<file path="src/hdl/c8_pkg.sv">
// Shared types, constants and helper functions of the CHIP-8 processor core.
package c8_pkg;

  localparam int MEMORY_BYTES  = 4096;
  localparam int STACK_DEPTH   = 16;
  localparam int SCREEN_WIDTH  = 64;
  localparam int SCREEN_HEIGHT = 32;

  localparam int ADDR_W = $clog2(MEMORY_BYTES);
  localparam int COL_W  = $clog2(SCREEN_WIDTH);
  localparam int ROW_W  = $clog2(SCREEN_HEIGHT);
  localparam int SAW    = $clog2(STACK_DEPTH);
  localparam int SPW    = $clog2(STACK_DEPTH + 1);

  localparam logic [11:0] START_PC  = 12'h200;
  localparam logic [11:0] FONT_BASE = 12'h050;
  localparam logic [11:0] ADDR_MAX  = 12'hFFF;
  localparam int          FONT_LEN  = 80;

  localparam logic [7:0] GLYPHS [FONT_LEN] = '{
    8'hF0, 8'h90, 8'h90, 8'h90, 8'hF0, 8'h20, 8'h60, 8'h20, 8'h20, 8'h70,
    8'hF0, 8'h10, 8'hF0, 8'h80, 8'hF0, 8'hF0, 8'h10, 8'hF0, 8'h10, 8'hF0,
    8'h90, 8'h90, 8'hF0, 8'h10, 8'h10, 8'hF0, 8'h80, 8'hF0, 8'h10, 8'hF0,
    8'hF0, 8'h80, 8'hF0, 8'h90, 8'hF0, 8'hF0, 8'h10, 8'h20, 8'h40, 8'h40,
    8'hF0, 8'h90, 8'hF0, 8'h90, 8'hF0, 8'hF0, 8'h90, 8'hF0, 8'h10, 8'hF0,
    8'hF0, 8'h90, 8'hF0, 8'h90, 8'h90, 8'hE0, 8'h90, 8'hE0, 8'h90, 8'hE0,
    8'hF0, 8'h80, 8'h80, 8'h80, 8'hF0, 8'hE0, 8'h90, 8'h90, 8'h90, 8'hE0,
    8'hF0, 8'h80, 8'hF0, 8'h80, 8'hF0, 8'hF0, 8'h80, 8'hF0, 8'h80, 8'h80
  };

  typedef enum logic [1:0] {
    OP_LOAD  = 2'd0,
    OP_EXEC  = 2'd1,
    OP_PIXEL = 2'd2
  } op_t;

  typedef enum logic [1:0] {
    FAULT_NONE      = 2'd0,
    FAULT_BAD_OP    = 2'd1,
    FAULT_OVERFLOW  = 2'd2,
    FAULT_UNDERFLOW = 2'd3
  } fault_t;

  typedef enum logic [2:0] {
    SEQ_SIMPLE,
    SEQ_CLS,
    SEQ_DRAW,
    SEQ_BCD,
    SEQ_STORE,
    SEQ_LOADR,
    SEQ_VF
  } seq_t;

  typedef enum logic [4:0] {
    ST_NONE,
    ST_CLEAR,
    ST_LOAD,
    ST_PIX_RD,
    ST_PIX_CAP,
    ST_F1,
    ST_F2,
    ST_F3,
    ST_F4,
    ST_F5,
    ST_F6,
    ST_EXEC,
    ST_CLS,
    ST_DRAW_RD,
    ST_DRAW_ROW,
    ST_DRAW_WR,
    ST_DRAW_VF,
    ST_BCD,
    ST_STORE,
    ST_LDREG,
    ST_VF,
    ST_FIN,
    ST_OUT
  } step_t;

  typedef struct packed {
    step_t       step;
    logic        take;
    logic [11:0] cnt;
  } cmd_t;

  typedef struct packed {
    logic [15:0] opcode;
  } stat_t;

  function automatic logic [7:0] font_byte(input logic [11:0] a);
    logic [11:0] off;
    off = a - FONT_BASE;
    if (a >= FONT_BASE && a < FONT_BASE + 12'(FONT_LEN)) begin
      return GLYPHS[off[6:0]];
    end
    return 8'h00;
  endfunction

  function automatic seq_t seq_of(input logic [15:0] w);
    seq_t s;
    s = SEQ_SIMPLE;
    unique case (w[15:12])
      4'h0: if (w == 16'h00E0) s = SEQ_CLS;
      4'h8: if (w[3:0] == 4'h4 || w[3:0] == 4'h5 || w[3:0] == 4'h6 ||
                w[3:0] == 4'h7 || w[3:0] == 4'hE) s = SEQ_VF;
      4'hD: s = SEQ_DRAW;
      4'hF: begin
        if (w[7:0] == 8'h1E) s = SEQ_VF;
        else if (w[7:0] == 8'h33) s = SEQ_BCD;
        else if (w[7:0] == 8'h55) s = SEQ_STORE;
        else if (w[7:0] == 8'h65) s = SEQ_LOADR;
      end
      default: s = SEQ_SIMPLE;
    endcase
    return s;
  endfunction

endpackage

</file>
<file path="src/hdl/c8_ctrl.sv">
// Controller: sequencer state machine and channel handshakes.
module c8_ctrl (
  input  logic          clk,
  input  logic          rst_n,
  input  logic          in_valid,
  output logic          in_ready,
  input  logic [1:0]    in_operation,
  output logic          out_valid,
  input  logic          out_ready,
  output c8_pkg::cmd_t  cmd,
  input  c8_pkg::stat_t stat
);
  import c8_pkg::*;

  typedef enum logic [4:0] {
    S_INIT, S_IDLE, S_LOAD, S_PRD, S_PCAP,
    S_F1, S_F2, S_F3, S_F4, S_F5, S_F6, S_EXEC,
    S_CLS, S_DRD, S_DROW, S_DWR, S_DVF,
    S_BCD, S_STORE, S_LDREG, S_VF, S_FIN, S_OUT
  } state_t;

  state_t      state_r, state_nxt;
  logic [11:0] cnt_r, cnt_nxt;
  logic        out_valid_r, out_valid_nxt;
  logic        take, emit;
  logic [11:0] last_reg;

  assign in_ready  = (state_r == S_IDLE);
  assign take      = in_valid && in_ready;
  assign emit      = (state_r == S_OUT) && (!out_valid_r || out_ready);
  assign out_valid = out_valid_r;
  assign last_reg  = {8'h00, stat.opcode[11:8]} + 12'd1;

  always_comb begin
    cmd.take = take;
    cmd.cnt  = cnt_r;
    unique case (state_r)
      S_INIT:  cmd.step = ST_CLEAR;
      S_IDLE:  cmd.step = ST_NONE;
      S_LOAD:  cmd.step = ST_LOAD;
      S_PRD:   cmd.step = ST_PIX_RD;
      S_PCAP:  cmd.step = ST_PIX_CAP;
      S_F1:    cmd.step = ST_F1;
      S_F2:    cmd.step = ST_F2;
      S_F3:    cmd.step = ST_F3;
      S_F4:    cmd.step = ST_F4;
      S_F5:    cmd.step = ST_F5;
      S_F6:    cmd.step = ST_F6;
      S_EXEC:  cmd.step = ST_EXEC;
      S_CLS:   cmd.step = ST_CLS;
      S_DRD:   cmd.step = ST_DRAW_RD;
      S_DROW:  cmd.step = ST_DRAW_ROW;
      S_DWR:   cmd.step = ST_DRAW_WR;
      S_DVF:   cmd.step = ST_DRAW_VF;
      S_BCD:   cmd.step = ST_BCD;
      S_STORE: cmd.step = ST_STORE;
      S_LDREG: cmd.step = ST_LDREG;
      S_VF:    cmd.step = ST_VF;
      S_FIN:   cmd.step = ST_FIN;
      S_OUT:   cmd.step = emit ? ST_OUT : ST_NONE;
      default: cmd.step = ST_NONE;
    endcase
  end

  always_comb begin
    state_nxt     = state_r;
    cnt_nxt       = cnt_r;
    out_valid_nxt = out_valid_r;
    if (out_valid_r && out_ready) out_valid_nxt = 1'b0;
    unique case (state_r)
      S_INIT: begin
        cnt_nxt = cnt_r + 12'd1;
        if (cnt_r == ADDR_MAX) state_nxt = S_IDLE;
      end
      S_IDLE: begin
        cnt_nxt = 12'd0;
        if (take) begin
          unique case (in_operation)
            OP_LOAD:  state_nxt = S_LOAD;
            OP_EXEC:  state_nxt = S_F1;
            OP_PIXEL: state_nxt = S_PRD;
            default:  state_nxt = S_OUT;
          endcase
        end
      end
      S_LOAD: state_nxt = S_OUT;
      S_PRD:  state_nxt = S_PCAP;
      S_PCAP: state_nxt = S_OUT;
      S_F1:   state_nxt = S_F2;
      S_F2:   state_nxt = S_F3;
      S_F3:   state_nxt = S_F4;
      S_F4:   state_nxt = S_F5;
      S_F5:   state_nxt = S_F6;
      S_F6:   state_nxt = S_EXEC;
      S_EXEC: begin
        cnt_nxt = 12'd0;
        unique case (seq_of(stat.opcode))
          SEQ_CLS:   state_nxt = S_CLS;
          SEQ_DRAW:  state_nxt = (stat.opcode[3:0] == 4'h0) ? S_DVF : S_DRD;
          SEQ_BCD:   state_nxt = S_BCD;
          SEQ_STORE: state_nxt = S_STORE;
          SEQ_LOADR: state_nxt = S_LDREG;
          SEQ_VF:    state_nxt = S_VF;
          default:   state_nxt = S_FIN;
        endcase
      end
      S_CLS: begin
        cnt_nxt = cnt_r + 12'd1;
        if (cnt_r == 12'(SCREEN_HEIGHT - 1)) state_nxt = S_FIN;
      end
      S_DRD:  state_nxt = S_DROW;
      S_DROW: state_nxt = S_DWR;
      S_DWR: begin
        cnt_nxt = cnt_r + 12'd1;
        if (cnt_r == {8'h00, stat.opcode[3:0]} - 12'd1) state_nxt = S_DVF;
        else state_nxt = S_DRD;
      end
      S_DVF: state_nxt = S_FIN;
      S_BCD: begin
        cnt_nxt = cnt_r + 12'd1;
        if (cnt_r == 12'd2) state_nxt = S_FIN;
      end
      S_STORE, S_LDREG: begin
        cnt_nxt = cnt_r + 12'd1;
        if (cnt_r == last_reg) state_nxt = S_FIN;
      end
      S_VF:  state_nxt = S_FIN;
      S_FIN: state_nxt = S_OUT;
      S_OUT: begin
        if (emit) begin
          out_valid_nxt = 1'b1;
          state_nxt     = S_IDLE;
        end
      end
      default: state_nxt = S_IDLE;
    endcase
  end

  always_ff @(posedge clk) begin
    if (!rst_n) begin
      state_r     <= S_INIT;
      cnt_r       <= '0;
      out_valid_r <= 1'b0;
    end else begin
      state_r     <= state_nxt;
      cnt_r       <= cnt_nxt;
      out_valid_r <= out_valid_nxt;
    end
  end

`ifndef SYNTHESIS
  a_busy_after_take: assert property (@(posedge clk) disable iff (!rst_n)
    take |=> !in_ready)
    else $error("ready still high after a transaction was taken");
  a_init_quiet: assert property (@(posedge clk) disable iff (!rst_n)
    (state_r == S_INIT) |-> (!in_ready && !out_valid_r))
    else $error("handshake active during clearing pass");
  a_emit_valid: assert property (@(posedge clk) disable iff (!rst_n)
    emit |=> out_valid)
    else $error("result loaded without valid");
`endif

endmodule
</file>
<file path="config.mk">
export PLATFORM = sky130hd
export DESIGN_NAME = c8_ctrl
export DESIGN_NICKNAME = d
export VERILOG_FILES = /design/src/hdl/c8_pkg.sv /design/src/hdl/c8_ctrl.sv
export SDC_FILE = /design/constraint.sdc
export NUM_CORES = 1
export LEC_CHECK = 0
export BUFFER_PORTS_ARGS = -buffer_cell sky130_fd_sc_hd__clkbuf_2
export CAP_MARGIN = 20
export CORE_MARGIN = 5
export CORE_UTILIZATION = 50
export CTS_CLUSTER_DIAMETER = 50
export DETAILED_ROUTE_END_ITERATION = 16
export PLACE_DENSITY = 0.77
export SLEW_MARGIN = 30
export SYNTH_ARGS = -nofsm -noshare
export SYNTH_HDL_FRONTEND = slang
export SYNTH_SLANG_ARGS = --single-unit
</file>
<file path="constraint.sdc">
create_clock -name clk -period 1.85 [get_ports clk]
set_input_delay 0.2775 -clock clk [delete_from_list [all_inputs] [get_ports clk]]
set_output_delay 0.2775 -clock clk [all_outputs]
set_load 0.05 [all_outputs]
</file>
==> metrics.csv, run 1 <==
stage,metric,value,unit
cts,cts_num_sinks,18,
floorplan,die_boundary_height,74.2,um
floorplan,die_width,74.2,um
pwr,comb_power_share,74.3,%
worst_setup_path,critical_path.max_stage_delay,0.38,ns
min_path,timing.hold.worst_path_depth,2,
global_routing,grt.overflow.total,0,
final_layout,antenna_cells,0,
cts,htree_levels,1,
job,max_cap_violations,0,
routing,wl_met2,3250,um
placement,gpl.final_weighted_congestion,0.925,
pwr,seq_power_share,15.9,%
timing,hold_viol_final,0,
pwr,power-per-cell-area,1210,mW/mm2
cts,cts.clk_slew.worst_paths,0.08,ns
worst_setup_path,timing.reg2reg.worst_path_depth,7,
routing,met3WireLength,460,um
pwr,intPower,1810,uW
floorplan,ios,42,
pwr,p_leak,0.00124,uW
cts,total_cts_buffers,3,
timing,maxSlewHeadroom,65.6,%
timing,finalCritPeriodShare,104,%
worst_setup_path,critPathRequiredTime,1.98,ns
final_layout,layoutNonFillerInstCount,392,
timing,period_minus_slack,1.93,ns
placement,detailed_place_hpwl,4640,um
pwr,clock_power_share,9.7,%
worst_setup_path,timing_worst_setup_path_type,reg -> reg,
logic_synthesis,netlist.area_leader.share,17.5,%
placement,port-buffer-count,41,
timing,worst_pin_slew,0.514,ns
global_routing,first_global_vias,2271,
logic_synthesis,yosys-top-cells-count,"nor2_1, dfxtp_1, nand3_1",
min_path,worstHoldStart,rst_n,
timing,timing.fmax,519,MHz
min_path,min_to,out_valid$_SDFF_PN0_,
global_routing,grt_max_degree,15,
global_routing,antenna_found_initial,0,
worst_setup_path,path_delay_family,simple AND/OR/NAND/NOR gates,
routing,average_vias_per_placed_instance,5.99,
logic_synthesis,synth-seq-area-share,17.5,%
final_layout,post_route_cells_drive_above_1_share,44.4,%
worst_setup_path,cpMostUsedCell,nor2_1,
worst_setup_path,start_kind,flop,
logic_synthesis,mappedNetlistArea,0.00206,mm2
worst_setup_path,crit-reg2reg-capture,state_r[2]$_SDFFE_PN0P_,
logic_synthesis,yosys_most_used_dff,dfxtp_1,
routing,max_used_layer,met4,
routing,routedLengthMet1,2630,um
timing,fin_skew,0.00599,ns
logic_synthesis,ys_ff_latch,18,
global_routing,grt_usage,23.7,%
logic_synthesis,synth.distinct_cells,63,
outcome,status,"finished, violations left",
logic_synthesis,synth-edff-count,0,
global_routing,first_pass_grt_wire_length,10400,um
routing,drt_iter0_markers,291,
routing,wl,6520,um
worst_setup_path,worstPathCellList,nor4_4 > buf_4 > nand4bb_1 > a2111oi_4 > nor2_1 > nor2_1 > a31oi_1,
floorplan,die_area,0.00550,mm2
outcome,violations,negative setup slack,
placement,numPlacedInstances,380,
logic_synthesis,synth_async_reset_ratio,0,%
cts,clock_latency,0.26,ns
logic_synthesis,synth.avg_cell_area,7.86,um2
floorplan,coreArea,0.00400,mm2
timing,postLayoutSetupSlackWorst,-0.0753,ns
logic_synthesis,synthMostInstantiatedCell,nor2_1,
worst_setup_path,cp.arrival,2.05,ns
final_layout,syn2layout_area_growth,40.2,%
worst_setup_path,critical-path-slowest-cell,a2111oi_4,
min_path,worstHoldPathType,in -> reg,
cts,longest_clk_path_bufs,2,
worst_setup_path,end_kind,flop,
floorplan,floorplan.initialDensity,51.5,%
final_layout,fin_area,0.00289,mm2
worst_setup_path,path_buf_inv,1,
routing,drt_antenna_net_count,0,
timing,grt_setup_unrepaired,true,
cts,cts_root_buf,clkbuf_8,
logic_synthesis,synth_nets,295,
logic_synthesis,ys_warns,0,
placement,placed_cell_area,0.00262,mm2
pwr,p_sw,1670,uW
logic_synthesis,synth_top_cells_by_area,"dfxtp_1, ha_1, nor2_1",
final_layout,nNetsFinal,376,
timing,report.final.slew_viol_count,0,
routing,detailroute.via_count,2348,
placement,place_ws,-0.128,ns
routing,tritonroute_pass_1_iters,5,
timing,finalSetupViolCount,7,
routing,drt_drc_violations_left,0,
floorplan,placement_rows,23,
pwr,power_switching_share,47.9,%
worst_setup_path,r2r_slack,-0.08,ns
pwr,vdd_ir_drop_max,0.593,mV
cts,tritoncts_clock_tree,done,
logic_synthesis,post_synth_inst_count,262,
routing,wl_per_cell,16.6,um
worst_setup_path,critical_path.reg2reg.startpoint,cnt_r[9]$_SDFFE_PN0P_,
worst_setup_path,worstPathMaxFanout,3,
logic_synthesis,synth_area_leader_cell,dfxtp_1,
power groups by stage:
stage                     Sequential, uW  Clock [uW]  Combinational [uW]
after floorplan                      584           0                1490
after global placement               524           0                2070
after detailed placement             528           0                2100
after CTS                            523         331                2310
after global routing                 562         355                2730
final                                555         339                2590
worst max path at each step:
| stage | startpoint | endpoint | depth (start not counted) |
|---|---|---|---|
| floorplan | state_r[1]$_SDFFE_PN0P_ | cmd[12] | 5 |
| global placement | cnt_r[7]$_SDFFE_PN0P_ | state_r[0]$_SDFFE_PN0P_ | 6 |
| detailed placement | cnt_r[7]$_SDFFE_PN0P_ | state_r[0]$_SDFFE_PN0P_ | 6 |
| CTS | state_r[1]$_SDFFE_PN0P_ | cmd[13] | 6 |
| global route | cnt_r[9]$_SDFFE_PN0P_ | state_r[2]$_SDFFE_PN0P_ | 7 |
| finish | cnt_r[9]$_SDFFE_PN0P_ | state_r[2]$_SDFFE_PN0P_ | 7 |
per-layer routing:
metal,vias to the layer above,GRT usage (%)
met4,0,7.85
met5,-,0
met2,132,41.8
met1,1062,29.9
met3,26,2.57
li1,1128,-
flip-flops by register name, indices dropped and copies added, names as in the netlist:
signal / cells
cnt_r: 12
out_valid: 1
state_r: 5
per-stage QoR:
stage	hold WS (ns)	setup TNS, ns	util [%]	power, uW
after floorplan	0.419	-0.466	-	2070
after global placement	0.501	-0.0930	65.5	2600
after detailed placement	0.508	-0.365	65.5	2630
after CTS	0.430	-0.0597	69.8	3170
after global routing	0.460	-0.573	72.2	3640
final	0.441	-0.202	72.2	3480
cells in the final DEF, fill, tap and decap left out, types with 7 or more instances in the layout:
master    netlist  final
xnor2_1         9      8
a21oi_1        12      9
ha_1           11     11
buf_4           9     52
nand2b_1        7      7
nand3_1        14     14
clkbuf_2        0     35
o21ai_1         8      8
dfxtp_2         0     11
inv_1          11     11
nor2_1         21     19
nand2_1        12     11
nor3_1          7      7
cell type report:
class	instances	area, um2
inverter	11	41.3
timing repair buffer	96	694
clock buffer	4	55.1
sequential	18	393
fill	304	1110
multi-input combinational	213	1640
tap	50	62.6
what timing repair did:
item / 4_1_cts / 5_1_grt
gates cloned: 0 / 0
pin swaps: 6 / 2
buffers inserted: 5 / 3
setup endpoints to repair: 12 / 23
gates resized for setup: 20 / 24
hold buffers: 0 / 0
kinds of logic (layout without fill, tap and decap cells):
logic type / after synthesis / after routing / share of synthesized area (%)
xor+xnor: 14 / 14 / 5.95
mux: 2 / 2 / 0.972
compound gates: 67 / 67 / 23.9
simple gates: 119 / 119 / 36.6
flops: 18 / 18 / 17.5
fa+ha+maj: 11 / 11 / 6.68
buf+inv: 31 / 111 / 8.44
No activity file was read; power rests on OpenSTA's default activity.
==> run 2: changes to the inputs <==
CORE_UTILIZATION = 52   (was 50)
CTS_BUF_LIST = sky130_fd_sc_hd__clkbuf_4 sky130_fd_sc_hd__clkbuf_8   (was unset)
PLACE_DENSITY = 0.79   (was 0.77)
SKIP_LAST_GASP = 1   (was unset)
==> run 2 against run 1 <==
The flow still finishes with violations (negative setup slack); die area down 3.3%; critical path depth is the same; sequential power decreased by 2%; total power grew 1.5%; combinational power is 3% higher; clock skew grew 0.0011 ns; cell count is 0.26% lower; register-to-register slack got worse by 0.04 ns; largest power group unchanged; wire length shrank 3.6%.
==> metrics.csv, run 2 (synthesized netlist as in run 1, its figures left out) <==
stage,metric,value,unit
cts,tritoncts_clock_tree,done,
cts,total_cts_buffers,3,
final_layout,largest_reg_flops,12,
routing,drt_iter0_markers,246,
routing,drt_antenna_net_count,0,
final_layout,post_route_cells_drive_above_1_share,44.9,%
job,max_cap_violations,0,
cts,longest_clk_path_bufs,2,
global_routing,grt.overflow.total,0,
worst_setup_path,timing_worst_setup_path_type,reg -> reg,
global_routing,grt_usage,23.4,%
cts,cts.clk_slew.worst_paths,0.06,ns
placement,detailed_place_hpwl,4640,um
floorplan,coreArea,0.00374,mm2
floorplan,floorplan.initialDensity,55.0,%
timing,fin_skew,0.00713,ns
timing,tns,-0.346,ns
final_layout,layoutNonFillerInstCount,391,
cts,cts_root_buf,clkbuf_8,
final_layout,nNetsFinal,377,
routing,detailroute.via_count,2335,
outcome,status,"finished, violations left",
cts,htree_levels,1,
floorplan,ios,42,
worst_setup_path,start_kind,flop,
worst_setup_path,worstPathMaxFanout,6,
final_layout,layout.cells.most_common,buf_4,
routing,wl_per_cell,16.1,um
final_layout,mostFrequentLayoutCells,"buf_4, clkbuf_2, nor2_1",
cts,clock_latency,0.26,ns
worst_setup_path,critPathRequiredTime,2.00,ns
placement,port-buffer-count,41,
floorplan,die_width,72.9,um
worst_setup_path,end_kind,flop,
routing,tritonroute_pass_1_iters,4,
pwr,power-per-cell-area,1230,mW/mm2
final_layout,antenna_cells,0,
cts,cts_num_sinks,18,
global_routing,antenna_found_initial,0,
global_routing,first_pass_grt_wire_length,10100,um
global_routing,grt_max_degree,15,
outcome,violations,negative setup slack,
placement,numPlacedInstances,377,
timing,finalSetupViolCount,8,
timing,period_minus_slack,1.97,ns
timing,finalCritPeriodShare,106,%
placement,gpl.final_weighted_congestion,0.960,
worst_setup_path,cp.arrival,2.12,ns
timing,grt_setup_unrepaired,true,
global_routing,first_global_vias,2204,
floorplan,die_area,0.00532,mm2
timing,worst_pin_slew,0.409,ns
final_layout,syn2layout_area_growth,39.9,%
routing,wl,6290,um
timing,timing.fmax,509,MHz
timing,maxSlewHeadroom,72.0,%
cts,hold_buffers,0,
pwr,p_leak,0.00124,uW
timing,report.final.slew_viol_count,0,
floorplan,die_boundary_height,72.9,um
routing,drt_drc_violations_left,0,
pwr,vdd_ir_drop_max,0.720,mV
final_layout,registers.top_by_ff_count,cnt_r,
min_path,worstHoldPathType,in -> reg,
timing,postLayoutSetupSlackWorst,-0.116,ns
timing,hold_viol_final,0,
routing,average_vias_per_placed_instance,5.97,
floorplan,placement_rows,22,
==> run 2: metrics by stage <==
step | area [um2] | hold slack, ns | setup WS [ns] | util (%) | power (uW)
3_3_place_gp | 2610 | 0.506 | -0.119 | 69.8 | 2680
2_1_floorplan | 2100 | 0.419 | -0.223 | - | 2070
5_1_grt | 2880 | 0.472 | -0.184 | 77.0 | 3730
3_5_place_dp | 2610 | 0.514 | -0.194 | 69.8 | 2710
4_1_cts | 2790 | 0.451 | -0.0619 | 74.4 | 3240
6_report | 2880 | 0.454 | -0.116 | 77.0 | 3530
==> run 2: what timing repair did <==
action	CTS	global route
setup endpoints to repair	17	19
gates resized for setup	26	17
pin swaps	3	12
setup buffers	5	5
==> run 2: cell type report <==
class,count,area [um2]
multi-input cells,213,1650
flip-flops and latches,18,393
repair buffers,97,693
fillers,262,862
inverters,11,41.3
well taps,48,60.1
clock buffers,4,48.8
==> run 2: final timing paths <==
check                        startpoint                      end  slack [ns]  cells after the start
setup reg to reg  cnt_r[9]$_SDFFE_PN0P_  state_r[1]$_SDFFE_PN0P_       -0.12                      7
hold reg to reg   cnt_r[6]$_SDFFE_PN0P_    cnt_r[6]$_SDFFE_PN0P_        0.53                      2
hold / removal                    rst_n  state_r[2]$_SDFFE_PN0P_        0.45                      3
setup / recovery  cnt_r[9]$_SDFFE_PN0P_  state_r[1]$_SDFFE_PN0P_       -0.12                      7
==> run 2: worst max-delay path, stage by stage, from the launching register on <==
cell      delay [ns]
dfxtp_2         0.34
nor4_4          0.37
buf_4           0.19
nand4_1         0.12
a22oi_2         0.25
and4_4          0.30
nor2_2          0.04
a311oi_2        0.26
==> run 2: per-layer routing <==
layer  vias up  GRT usage, %  share of wire (%)
met1      1074          30.0                 42
met2       105          39.6                 49
met4         0          8.61                2.7
met5         -             0                  0
met3        19          3.17                6.6
li1       1137             -                  -
==> run 2: power by group <==
part	switching, uW	internal, uW	leakage, uW
registers	77.8	468	0.000155
clock network	137	168	0.0000262
logic	1440	1250	0.00106
